File: src/hw/rtl/dcr_pkg.sv
// Package for the disc collision block: widths, item types, rounding and saturation helpers.
`timescale 1ns / 1ps
`default_nettype none
package dcr_pkg;

    localparam int COORD_BITS = 18;
    localparam int FRAC_BITS  = 14;
    localparam int RAD_W      = 14;
    localparam int GAP_W      = 10;
    localparam int CFG_W      = RAD_W;
    localparam int CFG_ADDR_W = 2;
    localparam int MAG_W      = RAD_W + 1;
    localparam int D2_W       = 2 * MAG_W;
    localparam int LEN_W      = MAG_W;
    localparam int NRM_W      = FRAC_BITS + 2;
    localparam int WIDE_W     = 40;
    localparam int FIFO_DEPTH = 4;

    localparam logic [CFG_ADDR_W-1:0] CFG_RADIUS = 2'd0;
    localparam logic [CFG_ADDR_W-1:0] CFG_GAP    = 2'd1;

    localparam logic signed [WIDE_W-1:0] SAT_HI = (WIDE_W'(1) <<< (COORD_BITS - 1)) - WIDE_W'(1);
    localparam logic signed [WIDE_W-1:0] SAT_LO = -(WIDE_W'(1) <<< (COORD_BITS - 1));

    typedef struct packed {
        logic                             hit;
        logic                             zero;
        logic [2:0]                       dneg;
        logic [2:0][MAG_W-1:0]            dmag;
        logic [D2_W-1:0]                  d2;
        logic [2:0][COORD_BITS-1:0]       base;
        logic [2:0][COORD_BITS-1:0]       vel;
        logic [2:0][COORD_BITS-1:0]       svel;
    } cls_t;

    function automatic logic signed [WIDE_W-1:0] rnd_frac(input logic signed [WIDE_W-1:0] x);
        logic [WIDE_W-1:0] mag;
        logic [WIDE_W-1:0] q;
        mag = x[WIDE_W-1] ? (~x + WIDE_W'(1)) : x;
        q = (mag + (WIDE_W'(1) << (FRAC_BITS - 1))) >> FRAC_BITS;
        return x[WIDE_W-1] ? $signed(~q + WIDE_W'(1)) : $signed(q);
    endfunction

    function automatic logic [COORD_BITS-1:0] sat_coord(input logic signed [WIDE_W-1:0] x);
        if (x > SAT_HI)
        begin
            return SAT_HI[COORD_BITS-1:0];
        end
        else if (x < SAT_LO)
        begin
            return SAT_LO[COORD_BITS-1:0];
        end
        else
        begin
            return x[COORD_BITS-1:0];
        end
    endfunction

endpackage
`default_nettype wire

File: src/hw/rtl/dcr_fifo.sv
// Short item queue between the classifying front end and the arithmetic back end.
`timescale 1ns / 1ps
`default_nettype none
module dcr_fifo (
    input  logic            clk,
    input  logic            rst_n,
    input  logic            push,
    input  dcr_pkg::cls_t   din,
    output logic            full,
    input  logic            pop,
    output dcr_pkg::cls_t   dout,
    output logic            empty
);

    localparam int DEPTH = dcr_pkg::FIFO_DEPTH;
    localparam int PW    = $clog2(DEPTH);
    localparam int CNTW  = $clog2(DEPTH + 1);

    dcr_pkg::cls_t      slot_reg [DEPTH];
    logic [PW-1:0]      wr_ptr_reg;
    logic [PW-1:0]      rd_ptr_reg;
    logic [CNTW-1:0]    count_reg;

    assign full  = (count_reg == CNTW'(DEPTH));
    assign empty = (count_reg == '0);
    assign dout  = slot_reg[rd_ptr_reg];

    always_ff @(posedge clk or negedge rst_n)
    begin
        if (!rst_n)
        begin
            wr_ptr_reg <= '0;
            rd_ptr_reg <= '0;
            count_reg  <= '0;
        end
        else
        begin
            if (push)
            begin
                wr_ptr_reg <= PW'(wr_ptr_reg + 1'b1);
            end
            if (pop)
            begin
                rd_ptr_reg <= PW'(rd_ptr_reg + 1'b1);
            end
            if (push && !pop)
            begin
                count_reg <= CNTW'(count_reg + 1'b1);
            end
            else if (pop && !push)
            begin
                count_reg <= CNTW'(count_reg - 1'b1);
            end
        end
    end

    always_ff @(posedge clk)
    begin
        if (push)
        begin
            slot_reg[wr_ptr_reg] <= din;
        end
    end

`ifndef SYNTHESIS
    a_no_overflow: assert property (@(posedge clk) disable iff (!rst_n) push |-> !full)
        else $error("item pushed into full queue");
    a_no_underflow: assert property (@(posedge clk) disable iff (!rst_n) pop |-> !empty)
        else $error("item popped from empty queue");
    a_count_up: assert property (@(posedge clk) disable iff (!rst_n)
        (push && !pop) |=> count_reg == CNTW'($past(count_reg) + 1'b1))
        else $error("queue count lost a push");
`endif

endmodule
`default_nettype wire

File: config.mk
export PLATFORM = sky130hd
export DESIGN_NAME = dcr_fifo
export DESIGN_NICKNAME = d
export VERILOG_FILES = /design/src/hw/rtl/dcr_pkg.sv /design/src/hw/rtl/dcr_fifo.sv
export SDC_FILE = /design/constraint.sdc
export NUM_CORES = 1
export LEC_CHECK = 0
export BUFFER_PORTS_ARGS = -buffer_cell sky130_fd_sc_hd__buf_4
export CAP_MARGIN = 15
export CORE_MARGIN = 2
export CORE_UTILIZATION = 55
export DETAILED_ROUTE_END_ITERATION = 8
export PLACE_DENSITY = 0.77
export SYNTH_ARGS = -nofsm -noshare
export SYNTH_HDL_FRONTEND = slang
export SYNTH_SLANG_ARGS = --single-unit
File: constraint.sdc
create_clock -name clk -period 10.6 [get_ports clk]
set_input_delay 1.59 -clock clk [delete_from_list [all_inputs] [get_ports clk]]
set_output_delay 1.59 -clock clk [all_outputs]
set_load 0.01 [all_outputs]
Yosys cells after proc, flatten, opt, wreduce, memory -nomap -nowiden
Memories as Yosys holds them, arrays and structs flattened.
Index checks and enable logic that the tools add are counted.
Widths: inputs -> output; s select.
{"block": "totals", "mem_bits_rw": 968, "regBits": 7, "word_cells": 19, "mem_count": 1}
{"memory": "slot_reg", "words": 4, "word_bits": 242, "read_ports": 1, "rd_ports_with_merged_regs": 0, "write_ports": 1, "line_no": "dcr_fifo.sv:19", "source": "dcr_pkg::cls_t slot_reg [DEPTH];"}
{"block": "op_classes", "n_reduce_logical": 6, "eq_ne": 1, "n_addsub": 4, "mux": 4}
{"op": "$mux 3", "count": 2}
{"op": "$add 2x1->2 const B", "count": 2}
{"op": "$add 3x1->3 const B", "count": 1}
{"op": "$eq 3x3->1 const B", "count": 1}
{"op": "$logic_not 3->1", "count": 1}
{"op": "$sub 3x1->3 const B", "count": 1}
{"op": "$logic_and 1x1->1", "count": 2}
{"op": "$logic_not 1->1", "count": 2}
{"op": "$mux 1", "count": 2}
{"op": "$reduce_bool 2->1", "count": 1}

Longest topological paths before layout
Gate-level depths: netlist (run 1).
{"block": "logic_depth", "ltp_word": 4, "mapped_depth": 7}

Least setup slack after synthesis (run 1)
OpenSTA, ideal clock, no wires.
{"block": "synth_timing", "path_kind": "input-to-reg", "start": "in push", "end": "mem slot_reg[1][0] (netlist name) (enable)", "path_slack_ps": 2904, "path_stages": 1, "arrival_ps": 7064, "required_time_ps": 9968, "setup_time_ps": 632, "n_path_buf": 0, "cell_sequence": "and2_1"}
{"block": "synth_via", "elab_chain_len": 2}
{"item": "start, declared", "line_no": "dcr_fifo.sv:7", "source": "input logic push,"}
{"item": "$mux 1", "line_no": "dcr_fifo.sv:59", "source": "if (push)"}
{"item": "$mux 1 (not written as such)", "line_no": "dcr_fifo.sv:61", "source": "slot_reg[wr_ptr_reg] <= din;"}
{"item": "end, declared", "line_no": "dcr_fifo.sv:19"}
No other way between the ends.

==> results.toml, run 1 <==
[run_status]
status = "finished clean"

[clocking]
cts_tree = "built"
post_cts_buffers = 0
h-tree-depth = 3
ctsResizeCount = 0
cts_sinks = 975
max-clock-path-buffers = 3
root_buffer = "clkbuf_16"
cts_hold_buf = 0
clkLatencyLatePin_ns = 0.64
cts_buffers = 96
clk_pin_slew_worst_paths_ns = 0.05

[floorplan]
die-width_um = 257
initial_core_util = 0.557
ios = 490
rows = 92
die_h_um = 257
die-area_um2 = 66200
core_um2 = 63300

[logic_synthesis]
synthCells = 1298
seq_area_frac_synth = 0.829
ys_warn_count = 0
synth_nets = 1550
netlist_area_um2 = 35300
synth-seq-cells = 975
synth_cell_types = 19
syn-mean-instance-area_um2 = 27.2

[sta]
max_freq_mhz = 174
relSlewSlack = 0.277
rsz0062_at_grt = "no"
final.setup_skew_ns = 0.0243
tns_ns = 0
fin_crit_ns = 5.75
tightest_slew_ns = 1.09
setup_violations = 0
hold_violations = 0
min_period_over_period = 0.543
finalMaxSlewViolations = 0

[routing]
drt-initial-drc-count = 1466
dr_wl_met2_mm = 37.7
antenna_left = 0
drt_pass1_iterations = 5
wl_per_cell_um = 26.3
wl_met3_mm = 6.91
vias_per_cell = 5.74
top_layer = "met5"
wl_met1_mm = 26.7
remaining_drc_errors = 0
vias = 15900
routed_wirelength_mm = 73.1

[finish]
final_cell_area_um2 = 42900
largest_reg_flops = 968
syn_to_final_growth_pct = 21.6
drive_above_1_share = 0.461
nets = 2102
final_util = 0.678

[critical_path]
crit_top_cell = "buf_4"
cp-end-kind = "primary output"
critical_path_required_ns = 9.01
crit_buf_inv = 3
cp_slowest_stage_delay_ns = 1.05
path_delay_family = "buffers and inverters"
worstPathArrival_ns = 4.16
path_class = "reg2out"
critPathMaxFanout = 47
startpoint_type = "flop"
cp_slowest_cell = "dfrtp_4"
crit_chain = "buf_4 > buf_4 > mux4_2 > buf_4"

[place]
dp_hpwl_mm = 43.3
port_buffers = 489
placed_area_um2 = 39800
gp_congestion = 0.748

[grt]
grt_pass1_vias = 16900
grt_max_degree = 150
antenna_found_initial = 12
track_usage = 0.220
grt_pass1_wl_mm = 108
grt_overflow_total = 0

[flow_run]
cap_violations = 0

[pwr]
ir_worst_vdd_v = 0.000220
p_per_area_nw_per_um2 = 286
leakage_nw = 14.6

[worst_hold_path]
hold_path.class = "reg2reg"
## through the flow
stage	power, W	cells	hold slack [ns]	worst slack [ns]
6_report	0.0123	2776	0.504	4.85
5_1_grt	0.0128	2774	0.550	4.42
4_1_cts	0.0124	2768	0.509	4.61
3_5_place_dp	0.00908	2598	0.497	5.30
3_3_place_gp	0.00900	2598	0.471	5.34
2_1_floorplan	0.00759	1298	0.456	2.90
## Yosys cell counts
| cell | instances | area share |
|---|---|---|
| and2_1 | 4 | 0.00071 |
| buf_1 | 1 | 0.00011 |
| buf_2 | 28 | 0.0040 |
| buf_6 | 19 | 0.0061 |
| clkbuf_1 | 6 | 0.00064 |
| dfrtp_1 | 7 | 0.0050 |
| edfxtp_1 | 968 | 0.82 |
| fa_1 | 1 | 0.00057 |
| ha_1 | 5 | 0.0018 |
| inv_1 | 4 | 0.00043 |
| mux2_2 | 1 | 0.00032 |
| mux4_2 | 242 | 0.15 |
| nand2_1 | 2 | 0.00021 |
| nor2_1 | 1 | 0.00011 |
| nor3_1 | 1 | 0.00014 |
| nor3b_1 | 1 | 0.00021 |
| o21ai_0 | 1 | 0.00014 |
| xnor2_1 | 2 | 0.00050 |
| xor2_1 | 4 | 0.00099 |
## cell usage in the layout, fill, tap and decap left out, drive strengths merged, types with 5 or more instances in the layout
master	synthesis	layout
diode	0	8
clkbuf	6	112
dfrtp	7	7
edfxtp	968	968
bufinv	0	11
ha	5	5
inv	4	8
clkinv	0	39
buf	48	508
mux4	242	242
## cells by family after synthesis
kind of cell	count (synthesis)	synth area share
buf+inv	58	0.0112
xor+xnor	6	0.00149
mux	243	0.155
simple gates	9	0.00138
flops	975	0.829
compound gates	1	0.000142
fa+ha+maj	6	0.00234
## report_power, final
part / leakage [nW] / internal (W) / total (W) / switching, W
registers: 8.97 / 0.00505 / 0.00530 / 0.000249
clock network: 1.50 / 0.00194 / 0.00332 / 0.00138
logic: 4.11 / 0.00179 / 0.00366 / 0.00186
## metal layers
| layer | GRT usage | vias to the layer above |
|---|---|---|
| li1 | - | 6773 |
| met1 | 0.276 | 8329 |
| met2 | 0.366 | 718 |
| met3 | 0.0735 | 112 |
| met4 | 0.0734 | 10 |
| met5 | 0 | - |
## final timing paths
kind	depth (start not counted)	start	to	slack, ns
max	4	rd_ptr_reg[0]	dout[104]	4.85
min	1	count_reg[2]	count_reg[2]	0.50
max reg2reg	5	wr_ptr_reg[1]	slot_reg[1][115]	6.99
min reg2reg	1	count_reg[2]	count_reg[2]	0.50
max in group asynchronous	1	rst_n	rd_ptr_reg[0]	9.69
min in group asynchronous	1	rst_n	wr_ptr_reg[0]	0.77
## worst reg2reg max path: stages, from the launching register on
cell and delay [ns]:
dfrtp_1 0.41, inv_1 0.10, ha_1 0.16, and2_4 0.76, buf_4 0.77, buf_4 0.93
## layout make-up
class / count / area (um^2)
fill: 3774 / 20400
clock buffer: 112 / 2480
clock inverter: 58 / 613
multi-input combinational: 265 / 5660
inverter: 4 / 15.0
antenna: 8 / 20.0
tap: 846 / 1060
timing repair buffer: 508 / 3830
sequential: 975 / 29300
Power figures use the tool's default switching activity.
==> run 2: changes to the inputs <==
==> constraint.sdc (replaced) <==
create_clock -name clk -period 5.8 [get_ports clk]
set_input_delay 0.87 -clock clk [delete_from_list [all_inputs] [get_ports clk]]
set_output_delay 0.87 -clock clk [all_outputs]
set_load 0.01 [all_outputs]
==> run 2 against run 1 <==
Against the previous run: sequential power grew 83%; critical endpoint is now dout[155]; combinational power rose by 84%; routed wire length fell by 1.1%; cell count down 0.11%; via count rose by 0.24%; cell area is 0.12% higher; global-route usage is 0.13 points lower; clock power grew 78%; clock skew up 0.0015 ns; largest cell class unchanged; utilization rose by 0.083 points; critical path depth fell by 1.
==> results.toml, run 2 (same netlist as run 1, synthesis figures left out) <==
[run_status]
status = "finished clean"

[clocking]
ctsResizeCount = 0
cts_buffers = 96
max-clock-path-buffers = 3
cts_hold_buf = 1
post_cts_buffers = 0
clkLatencyLatePin_ns = 0.64
cts_tree = "built"
clk_pin_slew_worst_paths_ns = 0.06
h-tree-depth = 3
cts_sinks = 975
root_buffer = "clkbuf_16"

[pwr]
leakage_nw = 14.6
ir_worst_vdd_v = 0.000389
p_per_area_nw_per_um2 = 519

[routing]
routed_wirelength_mm = 72.3
remaining_drc_errors = 0
drt-initial-drc-count = 1282
vias_per_cell = 5.76
vias = 16000
wl_per_cell_um = 26.1
drt_pass1_iterations = 5
antenna_left = 0

[sta]
tns_ns = 0
tightest_slew_ns = 1.20
min_period_over_period = 0.687
relSlewSlack = 0.201
max_freq_mhz = 251
finalMaxSlewViolations = 0
fin_crit_ns = 3.99
final.setup_skew_ns = 0.0259
worst_slack_ns = 1.81
setup_violations = 0
hold_violations = 0
rsz0062_at_grt = "no"

[place]
dp_hpwl_mm = 42.2
port_buffers = 489
gp_congestion = 0.763
placed_area_um2 = 39900
dp.cells = 2594
dpl_worst_slack_ns = 2.43

[floorplan]
die-width_um = 257
initial_core_util = 0.557
die-area_um2 = 66200
die_h_um = 257
core_um2 = 63300
rows = 92
ios = 490

[critical_path]
startpoint_type = "flop"
path_class = "reg2out"
r2r_end = "slot_reg[0][0]"
cp-end-kind = "primary output"
r2r_start = "wr_ptr_reg[0]"
worstPathArrival_ns = 3.12
r2r_cells = 4
critPathMaxFanout = 78
critical_path_required_ns = 4.93
regToRegSetupSlack_ns = 3.24

[grt]
grt_pass1_wl_mm = 107
grt_max_degree = 161
track_usage = 0.219
grt_pass1_vias = 16800
grt_overflow_total = 0
antenna_found_initial = 11

[finish]
final_cells = 2773
final_cell_area_um2 = 43000
largest_reg_flops = 968
drive_above_1_share = 0.460
layout_commonest_cell = "edfxtp_1"
final_cell_mix = "edfxtp_1, buf_4, mux4_2"
nets = 2099
syn_to_final_growth_pct = 21.8

[worst_hold_path]
hold_start = "pop"
hold-path-endpoint = "rd_ptr_reg[0]"
min_path_cells = 2
hold_path.class = "in2reg"

[flow_run]
cap_violations = 0
==> run 2: worst max-delay path by stage <==
stage	startpoint	endpoint	cells past startpoint
6_report	rd_ptr_reg[0]	dout[155]	3
5_1_grt	rd_ptr_reg[0]	dout[155]	3
4_1_cts	rd_ptr_reg[0]	dout[174]	3
3_5_place_dp	rd_ptr_reg[0]	dout[174]	3
3_3_place_gp	rd_ptr_reg[0]	dout[174]	3
2_1_floorplan	push	slot_reg[3][0]	1
==> run 2: report_power, final <==
group | switching [W] | internal [W] | total [W]
sequential | 0.000468 | 0.00922 | 0.00969
clock | 0.00248 | 0.00344 | 0.00591
combinational | 0.00339 | 0.00333 | 0.00672
==> run 2: stage by stage <==
stage / hold slack [ns] / util / total power, W
after floorplan: 0.456 / - / 0.0137
final: 0.424 / 0.679 / 0.0223
after CTS: 0.390 / 0.679 / 0.0226
after global placement: 0.474 / 0.631 / 0.0165
after global routing: 0.403 / 0.679 / 0.0232
after detailed placement: 0.483 / 0.631 / 0.0166
==> run 2: routing by layer <==
metal | track usage | up-vias | wire length (um)
met4 | 0.0785 | 10 | 2070
met3 | 0.0732 | 135 | 6830
met2 | 0.359 | 698 | 36800
met5 | 0 | - | 68
met1 | 0.277 | 8375 | 26500
li1 | - | 6762 | -
==> run 2: layout make-up <==
type,count,area (um^2)
inverters,4,15.0
fillers,3826,20300
clock buffers,122,2560
clock inverters,50,460
well taps,846,1060
multi-input cells,265,5660
diodes,6,15.0
repair buffers,505,3960
flip-flops and latches,975,29300
==> run 2: critical path, stage by stage, from the launching register on <==
cell	delay (ns)
dfrtp_4	0.98
buf_12	0.49
mux4_2	0.62
buf_4	0.17
