==> config.mk <==
export PLATFORM = sky130hd
export DESIGN_NAME = dcr_front
export DESIGN_NICKNAME = d
export VERILOG_FILES = /design/src/hw/rtl/dcr_pkg.sv /design/src/hw/rtl/dcr_front.sv
export SDC_FILE = /design/constraint.sdc
export NUM_CORES = 2
export LEC_CHECK = 0
export BUFFER_PORTS_ARGS = -buffer_cell sky130_fd_sc_hd__buf_2
export CORE_UTILIZATION = 47
export CTS_BUF_LIST = sky130_fd_sc_hd__clkbuf_2 sky130_fd_sc_hd__clkbuf_4 sky130_fd_sc_hd__clkbuf_8
export DETAILED_ROUTE_END_ITERATION = 12
export PLACE_DENSITY = 0.63
export SLEW_MARGIN = 20
export SYNTH_ARGS = -nofsm -noshare
export SYNTH_HDL_FRONTEND = slang
export SYNTH_SLANG_ARGS = --single-unit
==> constraint.sdc <==
create_clock -name clk -period 54.4 [get_ports clk]
set_input_delay 5.44 -clock clk [delete_from_list [all_inputs] [get_ports clk]]
set_output_delay 5.44 -clock clk [all_outputs]
set_load 0.02 [all_outputs]
==> src/hw/rtl/dcr_pkg.sv <==
// Package for the disc collision block: widths, item types, rounding and saturation helpers.
`timescale 1ns / 1ps
`default_nettype none
package dcr_pkg;

    localparam int COORD_BITS = 18;
    localparam int FRAC_BITS  = 14;
    localparam int RAD_W      = 14;
    localparam int GAP_W      = 10;
    localparam int CFG_W      = RAD_W;
    localparam int CFG_ADDR_W = 2;
    localparam int MAG_W      = RAD_W + 1;
    localparam int D2_W       = 2 * MAG_W;
    localparam int LEN_W      = MAG_W;
    localparam int NRM_W      = FRAC_BITS + 2;
    localparam int WIDE_W     = 40;
    localparam int FIFO_DEPTH = 4;

    localparam logic [CFG_ADDR_W-1:0] CFG_RADIUS = 2'd0;
    localparam logic [CFG_ADDR_W-1:0] CFG_GAP    = 2'd1;

    localparam logic signed [WIDE_W-1:0] SAT_HI = (WIDE_W'(1) <<< (COORD_BITS - 1)) - WIDE_W'(1);
    localparam logic signed [WIDE_W-1:0] SAT_LO = -(WIDE_W'(1) <<< (COORD_BITS - 1));

    typedef struct packed {
        logic                             hit;
        logic                             zero;
        logic [2:0]                       dneg;
        logic [2:0][MAG_W-1:0]            dmag;
        logic [D2_W-1:0]                  d2;
        logic [2:0][COORD_BITS-1:0]       base;
        logic [2:0][COORD_BITS-1:0]       vel;
        logic [2:0][COORD_BITS-1:0]       svel;
    } cls_t;

    function automatic logic signed [WIDE_W-1:0] rnd_frac(input logic signed [WIDE_W-1:0] x);
        logic [WIDE_W-1:0] mag;
        logic [WIDE_W-1:0] q;
        mag = x[WIDE_W-1] ? (~x + WIDE_W'(1)) : x;
        q = (mag + (WIDE_W'(1) << (FRAC_BITS - 1))) >> FRAC_BITS;
        return x[WIDE_W-1] ? $signed(~q + WIDE_W'(1)) : $signed(q);
    endfunction

    function automatic logic [COORD_BITS-1:0] sat_coord(input logic signed [WIDE_W-1:0] x);
        if (x > SAT_HI)
        begin
            return SAT_HI[COORD_BITS-1:0];
        end
        else if (x < SAT_LO)
        begin
            return SAT_LO[COORD_BITS-1:0];
        end
        else
        begin
            return x[COORD_BITS-1:0];
        end
    endfunction

endpackage
`default_nettype wire

==> src/hw/rtl/dcr_front.sv <==
// Front end: center difference, squared distance and hit classification.
`timescale 1ns / 1ps
`default_nettype none
module dcr_front (
    input  logic                               clk,
    input  logic                               rst_n,
    input  logic                               in_valid,
    output logic                               in_ready,
    input  logic [dcr_pkg::COORD_BITS-1:0]     puck_x,
    input  logic [dcr_pkg::COORD_BITS-1:0]     puck_y,
    input  logic [dcr_pkg::COORD_BITS-1:0]     puck_z,
    input  logic [dcr_pkg::COORD_BITS-1:0]     puck_vx,
    input  logic [dcr_pkg::COORD_BITS-1:0]     puck_vy,
    input  logic [dcr_pkg::COORD_BITS-1:0]     puck_vz,
    input  logic [dcr_pkg::COORD_BITS-1:0]     striker_x,
    input  logic [dcr_pkg::COORD_BITS-1:0]     striker_y,
    input  logic [dcr_pkg::COORD_BITS-1:0]     striker_z,
    input  logic [dcr_pkg::COORD_BITS-1:0]     striker_vx,
    input  logic [dcr_pkg::COORD_BITS-1:0]     striker_vy,
    input  logic [dcr_pkg::COORD_BITS-1:0]     striker_vz,
    input  logic [dcr_pkg::RAD_W-1:0]          disc_radius,
    output logic                               push,
    output dcr_pkg::cls_t                      entry,
    input  logic                               full
);

    localparam int CW = dcr_pkg::COORD_BITS;
    localparam int DW = dcr_pkg::COORD_BITS + 1;
    localparam int MW = dcr_pkg::MAG_W;
    localparam int SW = dcr_pkg::D2_W + 2;

    logic                       en;
    logic [CW-1:0]              pin [3];
    logic [CW-1:0]              vin [3];
    logic [CW-1:0]              sin [3];
    logic [CW-1:0]              svin [3];
    logic signed [DW-1:0]       d [3];
    logic [DW-1:0]              mag [3];
    logic [2:0]                 near;
    logic [MW-1:0]              two_r;
    logic [SW-1:0]              sum;
    logic                       hit;

    logic                       f1_vld_reg;
    logic [MW-1:0]              f1_mag_reg [3];
    logic [2:0]                 f1_neg_reg;
    logic                       f1_near_reg;
    logic [dcr_pkg::D2_W-1:0]   f1_r2_reg;
    logic [CW-1:0]              f1_pos_reg [3];
    logic [CW-1:0]              f1_vel_reg [3];
    logic [CW-1:0]              f1_spos_reg [3];
    logic [CW-1:0]              f1_svel_reg [3];

    logic                       f2_vld_reg;
    logic [dcr_pkg::D2_W-1:0]   f2_sq_reg [3];
    logic [MW-1:0]              f2_mag_reg [3];
    logic [2:0]                 f2_neg_reg;
    logic                       f2_near_reg;
    logic [dcr_pkg::D2_W-1:0]   f2_r2_reg;
    logic [CW-1:0]              f2_pos_reg [3];
    logic [CW-1:0]              f2_vel_reg [3];
    logic [CW-1:0]              f2_spos_reg [3];
    logic [CW-1:0]              f2_svel_reg [3];

    assign en       = !(f2_vld_reg && full);
    assign in_ready = en;
    assign push     = f2_vld_reg && !full;
    assign two_r    = {disc_radius, 1'b0};

    always_comb
    begin
        pin[0]  = puck_x;     pin[1]  = puck_y;     pin[2]  = puck_z;
        vin[0]  = puck_vx;    vin[1]  = puck_vy;    vin[2]  = puck_vz;
        sin[0]  = striker_x;  sin[1]  = striker_y;  sin[2]  = striker_z;
        svin[0] = striker_vx; svin[1] = striker_vy; svin[2] = striker_vz;
        for (int i = 0; i < 3; i++)
        begin
            d[i]    = DW'($signed(pin[i])) - DW'($signed(sin[i]));
            mag[i]  = d[i][DW-1] ? DW'(-d[i]) : DW'(d[i]);
            near[i] = mag[i] <= DW'(two_r);
        end
    end

    always_ff @(posedge clk or negedge rst_n)
    begin
        if (!rst_n)
        begin
            f1_vld_reg <= 1'b0;
            f2_vld_reg <= 1'b0;
        end
        else if (en)
        begin
            f1_vld_reg <= in_valid;
            f2_vld_reg <= f1_vld_reg;
        end
    end

    always_ff @(posedge clk)
    begin
        if (en)
        begin
            f1_near_reg <= &near;
            f1_r2_reg   <= dcr_pkg::D2_W'(two_r) * dcr_pkg::D2_W'(two_r);
            for (int i = 0; i < 3; i++)
            begin
                f1_mag_reg[i]  <= mag[i][MW-1:0];
                f1_neg_reg[i]  <= d[i][DW-1];
                f1_pos_reg[i]  <= pin[i];
                f1_vel_reg[i]  <= vin[i];
                f1_spos_reg[i] <= sin[i];
                f1_svel_reg[i] <= svin[i];
            end
            f2_near_reg <= f1_near_reg;
            f2_r2_reg   <= f1_r2_reg;
            f2_neg_reg  <= f1_neg_reg;
            for (int i = 0; i < 3; i++)
            begin
                f2_sq_reg[i]   <= dcr_pkg::D2_W'(f1_mag_reg[i]) * dcr_pkg::D2_W'(f1_mag_reg[i]);
                f2_mag_reg[i]  <= f1_mag_reg[i];
                f2_pos_reg[i]  <= f1_pos_reg[i];
                f2_vel_reg[i]  <= f1_vel_reg[i];
                f2_spos_reg[i] <= f1_spos_reg[i];
                f2_svel_reg[i] <= f1_svel_reg[i];
            end
        end
    end

    always_comb
    begin
        sum = SW'(f2_sq_reg[0]) + SW'(f2_sq_reg[1]) + SW'(f2_sq_reg[2]);
        hit = f2_near_reg && (sum <= SW'(f2_r2_reg));
        entry.hit  = hit;
        entry.zero = (sum == '0);
        entry.dneg = f2_neg_reg;
        entry.d2   = sum[dcr_pkg::D2_W-1:0];
        for (int i = 0; i < 3; i++)
        begin
            entry.dmag[i] = f2_mag_reg[i];
            entry.base[i] = hit ? f2_spos_reg[i] : f2_pos_reg[i];
            entry.vel[i]  = f2_vel_reg[i];
            entry.svel[i] = f2_svel_reg[i];
        end
    end

endmodule
`default_nettype wire

* After elaboration in Yosys (flattened, before gate mapping)
Memories as Yosys holds them, arrays and structs flattened. Index checks and enable logic that the tools add are counted. Widths: inputs -> output; s select.
Cells by class: add/subtract/negate cells 8, multipliers 4, divide/modulo/power cells 0, magnitude comparators 4, eq/ne operators 0, shifts and indexed selects 0, mux-type cells 7, bitwise logic cells 0, reductions and logical operators 7
Operators with widths (count):
- $mul 15x15->30 | 3
- $le 19x15->1 | 3
- $mux 19 | 3
- $neg 19->19 | 3
- $sub 18x18->19 | 3
- $mux 18 | 3
- $add 31x30->32 | 1
- $le 32x30->1 | 1
- $logic_not 32->1 | 1
- $add 30x30->31 | 1
- $mul 14x14->28 | 1
- $logic_and 1x1->1 | 3
- $reduce_and 3->1 | 1
- $logic_not 1->1 | 2
- $mux 1 | 1
Storage, ports and cells: register bits after elaboration 66, latch bits 0, memory bits (writable) 612, memory bits (read-only) 0, input bits 234, output and inout port bits 244, logic and storage cells 49, memories kept 11
Memories:
- f2_sq_reg | words 3, bits a word 30, read ports 3, clocked after memory_dff 0, write ports 3, line dcr_front.sv:55 | logic [dcr_pkg::D2_W-1:0] f2_sq_reg [3];
- f1_pos_reg | words 3, bits a word 18, read ports 3, clocked after memory_dff 0, write ports 3, line dcr_front.sv:49 | logic [CW-1:0] f1_pos_reg [3];
- f1_spos_reg | words 3, bits a word 18, read ports 3, clocked after memory_dff 0, write ports 3, line dcr_front.sv:51 | logic [CW-1:0] f1_spos_reg [3];
- f1_svel_reg | words 3, bits a word 18, read ports 3, clocked after memory_dff 0, write ports 3, line dcr_front.sv:52 | logic [CW-1:0] f1_svel_reg [3];
- f1_vel_reg | words 3, bits a word 18, read ports 3, clocked after memory_dff 0, write ports 3, line dcr_front.sv:50 | logic [CW-1:0] f1_vel_reg [3];
- f2_pos_reg | words 3, bits a word 18, read ports 3, clocked after memory_dff 0, write ports 3, line dcr_front.sv:60 | logic [CW-1:0] f2_pos_reg [3];
- +5 memories

* Longest topological paths before layout
An unclocked memory read counts as a cell.
depth in word-level cells 6, depth in mapped cells 28, depth with buffers taken out 26

* Least setup slack after synthesis
Ideal clock, no wire load.
path type input port to output port, start input port full, end output port in_ready, arrival time 19.607 ns, required time 48.960 ns, path slack 29.353 ns, stages 1, buffers on the path 0, cells stage by stage nand2_1
Between the ends: word-level cells in the longest chain between the ends 2
RTL lines:
- start: declaration | line dcr_front.sv:24 | input logic full
- $logic_and 1x1->1 | line dcr_front.sv:65 | assign en = !(f2_vld_reg && full);
- $logic_not 1->1 | line dcr_front.sv:65
- end: declaration | line dcr_front.sv:8 | output logic in_ready,
Every way passes these cells.

==> flow_summary.json <==
{
  "grt_pass1_vias": 34790,
  "grt_setup_unrepaired": "no",
  "final_max_slew_viol_count": 0,
  "worstSkewPairLatency_ps": 790,
  "fp.dieW_um": 334.9,
  "setup_viol": 0,
  "asr_flop_ratio_synth_pct": 0.2985,
  "ys_seq_area_share_pct": 38.62,
  "timing.critical_path.cells": "fa_1, ha_1, o21a_1, o21ai_0, nand2b_1, a41o_4, nand3_2, a31oi_1, o21ai_1, a21oi_1, o41ai_2, xnor2_1, ha_1, and3_1, nand3_1, nor3_1, nand4_1, o21ai_0, nand3_1, o31ai_1, o211a_4, mux2_2, buf_2",
  "area_delta_synth_final_pct": 12.45,
  "grt.total_usage_pct": 21.83,
  "syn-instance-count": 4486,
  "synth_top_area_share_pct": 38.52,
  "layout-drive-gt1-share_pct": 15.52,
  "slowest_stage_delay_on_critical_path_ps": 770,
  "net_count_of_the_mapped_netlist": 5794,
  "initial_core_utilization_pct": 47.64,
  "clock_tree_from_tritoncts": "done",
  "first_pass_iters": 8,
  "via_per_inst": 5.040,
  "initialDrtViolationCount": 1646,
  "post_synth_num_cell_types": 85,
  "hold_class": "flip-flop to flip-flop",
  "length_in_cells_of_the_worst_reg_to_reg_path": 23,
  "worst-endpoint-arrival_ps": 7030,
  "route.detailed.wl_per_inst_um": 18.08,
  "portBuffers": 477,
  "post-synth-top-count-cell": "sky130_fd_sc_hd__inv_1",
  "fin_setup_tns_ps": 0,
  "path_max_fanout": 55,
  "overall_overflow_remaining_after_global_route": 0,
  "hold_path_depth": 0,
  "synth.top_cells.by_area": "sky130_fd_sc_hd__edfxtp_1 (39%), sky130_fd_sc_hd__fa_1 (21%), sky130_fd_sc_hd__ha_1 (12%)",
  "reg2reg_setup_slack_ps": 46710,
  "max-cap-violations": 0,
  "top_level_i_o_count": 478,
  "die_height_um": 334.9,
  "synth-seq-cells": 670,
  "numCtsBuffers": 114,
  "grt_first_pass_wirelength_um": 188500,
  "cts.sink_count": 670,
  "synth_top_area_cell": "sky130_fd_sc_hd__edfxtp_1",
  "worst_pin_slew_ps": 1129,
  "cts_hold_buf": 0,
  "yosysWarningCount": 0,
  "cts_resized": 0,
  "ctsLongestPathBuffers": 3,
  "clock-root-buffer": "sky130_fd_sc_hd__clkbuf_8",
  "cpMaxStageDelayCell": "sky130_fd_sc_hd__o211a_4",
  "min_period_over_period_pct": 22.93,
  "outcome": "complete, no violations",
  "maximum_number_of_pins_on_one_net_before_global_route_repair": 167,
  "syn-cell-area_mm2": 0.05207,
  "final-hold-violation-count": 0,
  "utilization_pct": 53.57,
  "timing.slew.headroom_pct": 24.12,
  "path_type_of_the_worst_setup_path": "flip-flop to output pin",
  "finalWorstPathRequiredPeriod_ps": 12470,
  "globalplace.congestion": 0.8804,
  "synth_area_per_cell_um2": 11.61,
  "core_mm2": 0.1093,
  "clock-skew-final_ps": 40.60,
  "synth-edff-count": 668,
  "postSynth.topFlopCell": "sky130_fd_sc_hd__edfxtp_1",
  "ys_top_cells_by_count": "sky130_fd_sc_hd__inv_1 (961), sky130_fd_sc_hd__edfxtp_1 (668), sky130_fd_sc_hd__fa_1 (555)",
  "cts-htree-levels": 3,
  "antenna_violations_before_repair": 9,
  "post-dp-hpwl_um": 93710,
  "route.final.wire_length_um": 119100,
  "max_freq_mhz": 80.16,
  "num-nets-final": 6333,
  "r2r_start": "f1_mag_reg[0][41]",
  "flip_flop_count_of_the_largest_register_after_layout": 87,
  "route.detailed.drc": 0,
  "hold_end": "f2_vel_reg[0][17]",
  "worstSetupEndpointType": "output pin",
  "cts.reportedPaths.clkPinSlew_ps": 60,
  "placement_rows": 121,
  "ant_nets": 0,
  "worst_hold_startpoint": "f1_vel_reg[0][17]",
  "timing.critical_path.from_type": "flip-flop",
  "dieArea_mm2": 0.1121,
  "route.vias.total": 33200,
  "cts_post_setup_buffers_inserted": 0,
  "critPathRequiredTime_ps": 48960,
  "capturing_point_of_the_worst_reg2reg_path": "f2_sq_reg[0][88]"
}
[worst max-delay path by stage]
stage	startpoint	to	slack, ps	cells past startpoint
floorplan	full	in_ready	29350	1
global placement	disc_radius[3]	f1_r2_reg[28]	42610	22
detailed placement	disc_radius[3]	f1_r2_reg[28]	42530	22
CTS	f2_sq_reg[0][37]	entry[109]	41850	22
global route	f2_sq_reg[0][37]	entry[109]	41410	22
finish	f2_sq_reg[0][6]	entry[109]	41930	23
[metrics by stage]
stage / instance area, µm² / cells / hold slack, ps / worst slack, ps
floorplan: 52070 / 4486 / 400.3 / 29350
global placement: 56230 / 6385 / 400.0 / 42610
detailed placement: 56230 / 6385 / 404.5 / 42530
CTS: 58550 / 6584 / 407.5 / 41850
global route: 58560 / 6587 / 413.5 / 41410
finish: 58560 / 6587 / 405.2 / 41930
[logic make-up (layout without fill, tap and decap cells)]
logic type / count (synthesis) / count (layout) / share of synthesized area [%]
mux: 70 / 70 / 1.499
xor+xnor: 228 / 228 / 3.835
flops: 670 / 670 / 38.62
fa+ha+maj: 1074 / 1074 / 33.81
other cells: 1 / 4 / 0.007201
simple gates: 909 / 909 / 8.369
buf+inv: 1048 / 1670 / 7.597
compound gates: 486 / 486 / 6.271
[layout make-up]
cell class	count	area [µm²]
Fill cell	9617	50750
Clock buffer	146	1815
Clock inverter	53	501.7
Inverter	962	3611
Tap cell	1476	1847
Multi-Input combinational cell	2768	28020
Timing Repair Buffer	509	2640
Sequential cell	670	20110
Antenna cell	3	7.507
[metal layers]
layer  track usage [%]  routed length, µm
met2             36.44              57430
met5                 0                 26
met4             5.994               2881
met3             5.968               8906
met1             27.84              49840
[layout by cell type, fill, tap and decap left out, drive strengths merged, types with 9 or more instances in the layout]
cell type / n
a31o: 12
o21ai: 86
xnor2: 155
and3: 17
fa: 555
o211ai: 13
a21o: 58
nor2: 186
a31oi: 19
nor3: 48
clkbuf: 146
nand2b: 24
buf: 509
clkinv: 35
a211oi: 18
or3: 10
mux2: 64
nor4: 9
nand4: 26
a21oi: 133
edfxtp: 668
and2: 125
nand2: 333
o21a: 36
xor2: 73
inv: 965
o21bai: 25
or2: 9
ha: 519
nand3: 45
nor2b: 44
[critical path: cells and delay by family (launching register included)]
kind | cells | cell delay, ps
muxes | 1 | 440
xor gates and xnor gates | 1 | 230
buffers and inverters | 1 | 170
AOI/OAI and AO/OA | 10 | 2690
DFF | 1 | 400
adders and majority gates | 3 | 1160
and+or+nand+nor | 7 | 990
Power is not shown: default switching activity piles up to over one toggle a cycle in this logic, so the estimate is an artifact.
